### src/pfc_pkg.sv
// Package with the format codes and register indexes of the pixel format converter.
`default_nettype none

package pfc_pkg;

    // Pixel format codes, shared by the source and destination registers.
    typedef enum logic [2:0] {
        FMT_A8       = 3'd0,
        FMT_RGB888   = 3'd1,
        FMT_RGB565   = 3'd2,
        FMT_RGBA5551 = 3'd3,
        FMT_RGBA4444 = 3'd4,
        FMT_RGBA8888 = 3'd5
    } t_fmt;

    localparam int unsigned FmtW    = 3;
    localparam int unsigned CfgIdxW = 2;
    localparam int unsigned PixW    = 32;

    // Configuration register indexes.
    localparam logic [CfgIdxW-1:0] CFG_SRC_FORMAT = 2'd0;
    localparam logic [CfgIdxW-1:0] CFG_DST_FORMAT = 2'd1;

endpackage

`default_nettype wire

### src/pfc_unpack.sv
// Unpacks a raw source pixel into canonical RGBA8888 (red in the low byte).
`default_nettype none

module pfc_unpack
    import pfc_pkg::*;
(
    input  wire  [PixW-1:0] i_pixel,
    input  t_fmt            i_fmt,
    output logic [PixW-1:0] o_canon
);

    // Narrow channels widen by a left shift; formats without alpha get 255.
    always_comb begin
        case (i_fmt)
            FMT_A8: begin
                o_canon = {i_pixel[7:0], 24'h000000};
            end
            FMT_RGB888: begin
                o_canon = {8'hFF, i_pixel[23:0]};
            end
            FMT_RGB565: begin
                o_canon = {8'hFF, i_pixel[4:0], 3'b000, i_pixel[10:5], 2'b00,
                           i_pixel[15:11], 3'b000};
            end
            FMT_RGBA5551: begin
                o_canon = {{8{i_pixel[15]}}, i_pixel[14:10], 3'b000,
                           i_pixel[9:5], 3'b000, i_pixel[4:0], 3'b000};
            end
            FMT_RGBA4444: begin
                o_canon = {i_pixel[3:0], 4'h0, i_pixel[7:4], 4'h0,
                           i_pixel[11:8], 4'h0, i_pixel[15:12], 4'h0};
            end
            FMT_RGBA8888: begin
                o_canon = i_pixel;
            end
            default: begin
                o_canon = '0;
            end
        endcase
    end

endmodule

`default_nettype wire

### src/pfc_pack.sv
// Packs a canonical RGBA8888 pixel into the destination format.
`default_nettype none

module pfc_pack
    import pfc_pkg::*;
(
    input  wire  [PixW-1:0] i_canon,
    input  t_fmt            i_fmt,
    output logic [PixW-1:0] o_pixel
);

    // Each channel keeps its top bits; the 5551 alpha bit is set by any
    // nonzero bit in the top alpha nibble.
    always_comb begin
        case (i_fmt)
            FMT_A8: begin
                o_pixel = {24'h000000, i_canon[31:24]};
            end
            FMT_RGB888: begin
                o_pixel = {8'h00, i_canon[23:0]};
            end
            FMT_RGB565: begin
                o_pixel = {16'h0000, i_canon[7:3], i_canon[15:10], i_canon[23:19]};
            end
            FMT_RGBA5551: begin
                o_pixel = {16'h0000, |i_canon[31:28], i_canon[23:19],
                           i_canon[15:11], i_canon[7:3]};
            end
            FMT_RGBA4444: begin
                o_pixel = {16'h0000, i_canon[7:4], i_canon[15:12],
                           i_canon[23:20], i_canon[31:28]};
            end
            FMT_RGBA8888: begin
                o_pixel = i_canon;
            end
            default: begin
                o_pixel = '0;
            end
        endcase
    end

endmodule

`default_nettype wire

### src/pixel_format_converter.sv
// Top level of the pixel format converter: input register, conversion, result register.
//
// Usage:
//   The slave stream carries one raw pixel per item in s_axis_tdata with its
//   run marker in s_axis_tlast. The master stream returns, per item, the pixel
//   packed in the destination format (tdata bits 31:0), the canonical RGBA8888
//   word (tdata bits 63:32) and the copied marker in m_axis_tlast.
//   Source and destination formats are set through the write port (index 0
//   and 1); the user must write them only while no item is in flight, which
//   the block itself does not enforce; writes to other indexes are dropped.
//   An accepted item passes the two-register path (input register, unpack
//   and pack logic, result register). One item is accepted every cycle
//   while the receiver does not stall.
//   Reset empties both registers and sets both formats to RGBA8888.
//   When the receiver stalls, the result register holds its item and the
//   input register still takes one more item, so s_axis_tready drops only
//   when both registers are full.
`default_nettype none

module pixel_format_converter
    import pfc_pkg::*;
(
    input  wire                i_clk,
    input  wire                i_rst_n,
    // Configuration write port.
    input  wire                i_cfg_we,
    input  wire  [CfgIdxW-1:0] i_cfg_index,
    input  wire  [FmtW-1:0]    i_cfg_wdata,
    // Slave stream.
    input  wire                s_axis_tvalid,
    output logic               s_axis_tready,
    input  wire  [31:0]        s_axis_tdata,   // [31:0] pixel_in
    input  wire                s_axis_tlast,
    // Master stream.
    output logic               m_axis_tvalid,
    input  wire                m_axis_tready,
    output logic [63:0]        m_axis_tdata,   // [31:0] pixel_out, [63:32] canonical_rgba
    output logic               m_axis_tlast
);

    t_fmt             r_src_fmt;
    t_fmt             r_dst_fmt;
    logic             r_in_valid;
    logic [PixW-1:0]  r_in_pixel;
    logic             r_in_last;
    logic             r_out_valid;
    logic [PixW-1:0]  r_out_pixel;
    logic [PixW-1:0]  r_out_canon;
    logic             r_out_last;
    logic             n_in_valid;
    logic             n_out_valid;
    logic             in_take;
    logic             s1_move;
    logic [PixW-1:0]  canon;
    logic [PixW-1:0]  packed_pixel;

    // Configuration registers.
    always_ff @(posedge i_clk) begin
        if (!i_rst_n) begin
            r_src_fmt <= FMT_RGBA8888;
            r_dst_fmt <= FMT_RGBA8888;
        end else if (i_cfg_we) begin
            if (i_cfg_index == CFG_SRC_FORMAT) begin
                r_src_fmt <= t_fmt'(i_cfg_wdata);
            end
            if (i_cfg_index == CFG_DST_FORMAT) begin
                r_dst_fmt <= t_fmt'(i_cfg_wdata);
            end
        end
    end

    // Handshake: the input register moves on when the result register is
    // free or being drained this cycle.
    always_comb begin
        s1_move       = r_in_valid && (!r_out_valid || m_axis_tready);
        s_axis_tready = !r_in_valid || s1_move;
        in_take       = s_axis_tvalid && s_axis_tready;
        n_in_valid    = in_take || (r_in_valid && !s1_move);
        n_out_valid   = s1_move || (r_out_valid && !m_axis_tready);
    end

    // Valid flags.
    always_ff @(posedge i_clk) begin
        if (!i_rst_n) begin
            r_in_valid  <= 1'b0;
            r_out_valid <= 1'b0;
        end else begin
            r_in_valid  <= n_in_valid;
            r_out_valid <= n_out_valid;
        end
    end

    // Input register payload.
    always_ff @(posedge i_clk) begin
        if (in_take) begin
            r_in_pixel <= s_axis_tdata;
            r_in_last  <= s_axis_tlast;
        end
    end

    // Conversion logic between the two registers.
    pfc_unpack u_unpack (
        .i_pixel (r_in_pixel),
        .i_fmt   (r_src_fmt),
        .o_canon (canon)
    );

    pfc_pack u_pack (
        .i_canon (canon),
        .i_fmt   (r_dst_fmt),
        .o_pixel (packed_pixel)
    );

    // Result register payload.
    always_ff @(posedge i_clk) begin
        if (s1_move) begin
            r_out_pixel <= packed_pixel;
            r_out_canon <= canon;
            r_out_last  <= r_in_last;
        end
    end

    assign m_axis_tvalid = r_out_valid;
    assign m_axis_tdata  = {r_out_canon, r_out_pixel};
    assign m_axis_tlast  = r_out_last;

endmodule

`default_nettype wire

### config.mk
export PLATFORM = sky130hd
export DESIGN_NAME = pixel_format_converter
export DESIGN_NICKNAME = d
export VERILOG_FILES = /design/src/pfc_pkg.sv /design/src/pfc_unpack.sv /design/src/pfc_pack.sv /design/src/pixel_format_converter.sv
export SDC_FILE = /design/constraint.sdc
export NUM_CORES = 1
export LEC_CHECK = 0
export ABC_AREA = 1
export ABC_CLOCK_PERIOD_IN_PS = 13300
export BUFFER_PORTS_ARGS = -buffer_cell sky130_fd_sc_hd__buf_4
export CELL_PAD_IN_SITES_DETAIL_PLACEMENT = 0
export CELL_PAD_IN_SITES_GLOBAL_PLACEMENT = 2
export CORE_ASPECT_RATIO = 1.1
export CORE_MARGIN = 2
export CORE_UTILIZATION = 36
export DETAILED_ROUTE_END_ITERATION = 8
export PLACE_DENSITY = 0.9
export SLEW_MARGIN = 20
export SYNTH_ARGS = -nofsm -noshare
export SYNTH_HDL_FRONTEND = slang
export SYNTH_SLANG_ARGS = --single-unit
### constraint.sdc
create_clock -name i_clk -period 13.3 [get_ports i_clk]
set_clock_uncertainty 0.1 [all_clocks]
set_input_delay 2.66 -clock i_clk [delete_from_list [all_inputs] [get_ports i_clk]]
set_output_delay 2.66 -clock i_clk [all_outputs]
set_load 0.005 [all_outputs]
==> impl_metrics.toml, run 1 <==
[finish]
final_cell_mix = "111 x buf_4, 109 x nand2_1, 98 x edfxtp_1"
mostFrequentLayoutCell = "buf_4"
final.fill_count = 1276
nNetsFinal = 608
drive_gt1_share_pct = 28.8
num_antenna_cells = 0
syn_to_final_growth_pct = 26.0

[grt]
grt_pass1_wl_mm = 18.6
grt_max_degree = 66
grt_overflow_total = 0
grt_pass1_vias = 3448
track_usage_pct = 17.0
antenna_found_initial = 0

[worst_setup_path]
crit_type = "in2out"
worst-r2r-cell-count = 6
worstPathMaxFanout = 3
r2r_start = "r_src_fmt[0]"
cp-end-kind = "output pin"
start_kind = "input pin"
worstPathRequired_ns = 10.54
crit_arrival_ns = 3.17
rrSetupSlack_ns = 10.81
r2r-end = "r_out_pixel[0]"

[placement]
post-place-ws_ns = 7.36
gp_congestion = 0.856
numPortBuffers = 109
dp_hpwl_mm = 8.88

[power]
p_per_area_nw_per_um2 = 126
power.leakage_nw = 2.60
ir_drop_uv = 52.2

[clock_tree]
clockBufferDepth = 2
cts_inserted_buffers = 9
cts_tree = "yes"
cts_resized = 0
clk_pin_slew_ns = 0.07
clk_latency_ns = 0.34
root_buffer = "clkbuf_16"
holdBufCountCts = 0
cts.sinks = 106
htreeDepth = 3
cts_setup_buffers = 0

[timing]
relSlewSlack_pct = 30.3
fin_crit_ns = 5.93
hold_viol = 0
fin_ws_ns = 7.37
setup_viol = 0
max_freq_mhz = 169
finalCritPeriodShare_pct = 44.6
rsz0062_at_grt = "no"
setup_tns_ns = 0
drv_slew = 0
worstMarginPinSlew_ns = 1.04

[floorplanning]
dieHeight_microns = 125
die_w_microns = 114
ios = 110
core_area_sq_um = 13100
initial_core_util_pct = 36.7
rows = 44
die_area_sq_um = 14300

[min_path]
whs_path_depth = 0
hp-class = "reg2reg"
min_from = "r_in_last"
holdPathEnd = "m_axis_tlast"

[synthesis]
syn-num-nets = 499
avgSynthCellArea_sq_um = 10.6
syn_inst = 456
synth-seq-cells = 106
syn_area_sq_um = 4810
seq_area_frac_synth_pct = 64.5
ys_warn_count = 0
yosysUniqueCellTypes = 31

[job]
cap_violations = 0

[drt]
vias = 3486
drcViolationCount = 0
post_drt_wl_per_cell_microns = 16.1
drt_iter0_drc = 157
routed_via_density = 4.77
drt_pass1_iterations = 4
drt.antenna.violating_nets = 0
drt-total-wl_mm = 11.8

[status]
status = "completed"
## report_power, final
part	internal, W	leakage [nW]	switching (W)
Sequential	0.000391	1.00	0.0000109
Clock	0.000148	0.142	0.000117
Combinational	0.0000392	1.45	0.0000578
## worst max path at each step
stage,startpoint,endpoint,slack [ns],cells past startpoint
global placement,m_axis_tready,s_axis_tready,7.39,4
floorplan,m_axis_tready,m_axis_tlast,6.83,2
CTS,m_axis_tready,s_axis_tready,7.36,4
detailed placement,m_axis_tready,s_axis_tready,7.36,4
global route,m_axis_tready,s_axis_tready,7.30,4
finish,m_axis_tready,s_axis_tready,7.37,4
## state kept, by name, summed over array words and instances (netlist names)
register	cells
m_axis_tlast	1
m_axis_tvalid	1
r_dst_fmt	3
r_in_last	1
r_in_pixel	32
r_in_valid	1
r_out_canon	32
r_out_pixel	32
r_src_fmt	3
## metal layers
layer,GRT usage (%),share of wire (%)
met5,0,0
met1,23.1,45
met2,28.2,50
met3,2.52,3.8
met4,5.38,1.4
## layout make-up
class                           instances  area, sq um  share of cell area [%]
Clock buffer                           11          233                    3.84
Clock inverter                          5         62.6                    1.03
Inverter                               61          231                    3.82
Multi-Input combinational cell        276         1400                    23.0
Sequential cell                       106         3100                    51.2
Tap cell                              161          201                    3.32
Timing Repair Buffer                  111          833                    13.7
## cells in the mapped netlist
cell type | n | area [sq um]
inv_4 | 1 | 6.26
nand2_2 | 4 | 25.0
nand2_4 | 3 | 33.8
a21oi_1 | 16 | 80.1
buf_4 | 4 | 30.0
nand3_1 | 24 | 120
o21ai_0 | 10 | 50.1
inv_1 | 55 | 206
nand4_1 | 17 | 106
o21ai_1 | 7 | 35.0
buf_2 | 4 | 20.0
o22ai_1 | 1 | 6.26
inv_2 | 5 | 18.8
a22oi_1 | 1 | 7.51
clkbuf_1 | 2 | 7.51
nor3_4 | 1 | 16.3
nor3_2 | 1 | 10.0
nor2_8 | 2 | 40.0
nor2_1 | 43 | 161
nand3_4 | 1 | 17.5
dfxtp_1 | 8 | 160
nor2_4 | 4 | 45.0
nand2_1 | 109 | 409
nor3_1 | 9 | 45.0
a31oi_1 | 1 | 6.26
nand3_2 | 3 | 30.0
nor2_2 | 10 | 62.6
buf_6 | 3 | 33.8
nand4_2 | 2 | 25.0
o211ai_1 | 7 | 52.6
edfxtp_1 | 98 | 2940
## logic make-up after synthesis
family,count (synthesis),share of synthesized area (%)
AOI/OAI and AO/OA,43,4.94
buffers and inverters,74,6.71
DFF,106,64.5
and+or+nand+nor,233,23.8
## per-stage QoR
stage               std cells  utilization, %  power [W]  hold slack (ns)  area [sq um]
global placement          715            44.0   0.000507            0.304          5770
detailed placement        715            44.0   0.000508            0.318          5770
floorplan                 456               -   0.000460            0.300          4810
global route              731            46.3   0.000796            0.338          6060
CTS                       731            46.3   0.000772            0.335          6060
finish                    731            46.3   0.000764            0.327          6060
## critical path, cell delays in order
cell     delay [ns]
buf_4          0.11
inv_1          0.11
nand3_1        0.13
buf_4          0.16
No activity file was read; power rests on OpenSTA's default activity.
==> run 2: changes to the inputs <==
--- a/config.mk
+++ b/config.mk
@@ -6,15 +6,15 @@
 export NUM_CORES = 1
 export LEC_CHECK = 0
 export ABC_AREA = 1
-export ABC_CLOCK_PERIOD_IN_PS = 13300
+export ABC_CLOCK_PERIOD_IN_PS = 6100
 export BUFFER_PORTS_ARGS = -buffer_cell sky130_fd_sc_hd__buf_4
 export CELL_PAD_IN_SITES_DETAIL_PLACEMENT = 0
 export CELL_PAD_IN_SITES_GLOBAL_PLACEMENT = 2
 export CORE_ASPECT_RATIO = 1.1
 export CORE_MARGIN = 2
-export CORE_UTILIZATION = 36
+export CORE_UTILIZATION = 34
 export DETAILED_ROUTE_END_ITERATION = 8
-export PLACE_DENSITY = 0.9
+export PLACE_DENSITY = 0.86
 export SLEW_MARGIN = 20
 export SYNTH_ARGS = -nofsm -noshare
 export SYNTH_HDL_FRONTEND = slang
==> constraint.sdc (replaced) <==
create_clock -name i_clk -period 6.1 [get_ports i_clk]
set_clock_uncertainty 0.1 [all_clocks]
set_input_delay 1.22 -clock i_clk [delete_from_list [all_inputs] [get_ports i_clk]]
set_output_delay 1.22 -clock i_clk [all_outputs]
set_load 0.005 [all_outputs]
==> impl_metrics.toml, run 2 (synthesis results as in run 1) <==
[power]
power_w = 0.00161
power.leakage_nw = 2.59
p_per_area_nw_per_um2 = 266
ir_drop_uv = 163

[floorplanning]
dieHeight_microns = 129
core_area_sq_um = 13800
initial_core_util_pct = 34.9
die_w_microns = 117
die_area_sq_um = 15100
rows = 45
ios = 110

[worst_setup_path]
critPathTopFamily = "buffers and inverters"
worstPathMaxFanout = 3
crit_type = "in2out"
cp-end-kind = "output pin"
max_stage_delay_ns = 0.16
startpoint = "m_axis_tready"
crit_chain = "buf_4, inv_1, nand3_1, buf_4"
crit_arrival_ns = 1.73
worstPathRequired_ns = 4.78
crit_top_cell = "buf_4"
start_kind = "input pin"
cpMaxStageDelayCell = "buf_4"
r2r_start = "r_src_fmt[0]"
cp.buffers_inverters = 3

[finish]
multi_input_area_sq_um = 1400
final_cell_mix = "111 x buf_4, 109 x nand2_1, 98 x edfxtp_1"
fin_cells = 757
syn_to_final_growth_pct = 26.0
fin_util_pct = 43.9
mostFrequentLayoutCell = "buf_4"
num_antenna_cells = 0
drive_gt1_share_pct = 28.6
nNetsFinal = 608
final.fill_count = 1313
register_area_sq_um = 3100
top_regs = "r_in_pixel: 32 flops, r_out_canon: 32 flops, r_out_pixel: 32 flops"

[clock_tree]
cts_setup_buffers = 0
cts_inserted_buffers = 9
clk_latency_ns = 0.34
clk_pin_slew_ns = 0.06
cts_resized = 0
cts.sinks = 106
holdBufCountCts = 0
clockBufferDepth = 2
root_buffer = "clkbuf_16"
cts_tree = "yes"
htreeDepth = 3

[drt]
drt_iter0_drc = 303
routed_via_density = 4.65
drcViolationCount = 0
post_drt_wl_per_cell_microns = 15.8
drt.antenna.violating_nets = 0
drt-total-wl_mm = 12.0
vias = 3521
drt_pass1_iterations = 6

[status]
status = "completed"

[placement]
gp_congestion = 0.849
post-place-ws_ns = 3.05
placed_cells = 742
dp_hpwl_mm = 8.99
numPortBuffers = 109

[timing]
setup_tns_ns = 0
rsz0062_at_grt = "no"
max_freq_mhz = 328
fin_ws_ns = 3.05
relSlewSlack_pct = 29.3
fin_crit_ns = 3.05
drv_slew = 0
finalCritPeriodShare_pct = 49.9
hold_viol = 0
worstMarginPinSlew_ns = 1.06
setup_viol = 0

[grt]
grt_pass1_vias = 3471
grt_max_degree = 66
grt_use_met2_pct = 27.0
use_met1_pct = 21.8
antenna_found_initial = 0
globalRouteMet3Util_pct = 3.95
grt_overflow_total = 0
busiest_layer = "met2"
track_usage_pct = 16.5
grt_pass1_wl_mm = 19.1

[min_path]
hp-class = "reg2reg"
min_from = "r_in_last"

[job]
cap_violations = 0
[run 2: cell count changes in the layout (fill, tap and decap cells not counted), sizes merged]
cell,before,now
bufinv,1,0
clkbuf,11,10
clkinv,1,4
clkinvlp,1,0
inv,63,62
[run 2: final timing paths]
kind | slack (ns) | cells after the start | to
max reg2reg | 3.63 | 8 | r_out_pixel[7]
min | 0.33 | 0 | m_axis_tlast
min reg2reg | 0.33 | 0 | m_axis_tlast
max | 3.05 | 4 | s_axis_tready
[run 2: area by class of cell]
class                           instances  area share, %
Clock inverter                          5          0.516
Timing Repair Buffer                  111           13.8
Inverter                               61           3.82
Clock buffer                           10           3.78
Tap cell                              188           3.88
Multi-Input combinational cell        276           23.0
Sequential cell                       106           51.2
[run 2: layer usage]
metal / vias to the layer above / part of all wire (%)
li1: 1759 / -
met1: 1649 / 44
met2: 100 / 49
met3: 13 / 5.6
met4: 0 / 1.4
met5: - / 0
[run 2: report_power, final]
group	leakage, nW	internal (W)	switching (W)
Combinational	1.45	0.0000855	0.000127
Clock	0.130	0.000274	0.000246
Sequential	1.00	0.000853	0.0000250
[run 2: metrics by stage]
step                      hold slack, ns  cell area (sq um)
final                              0.326               6060
after CTS                          0.327               6060
after detailed placement           0.312               5800
after global routing               0.349               6060
after global placement             0.309               5800
after floorplan                    0.300               4810
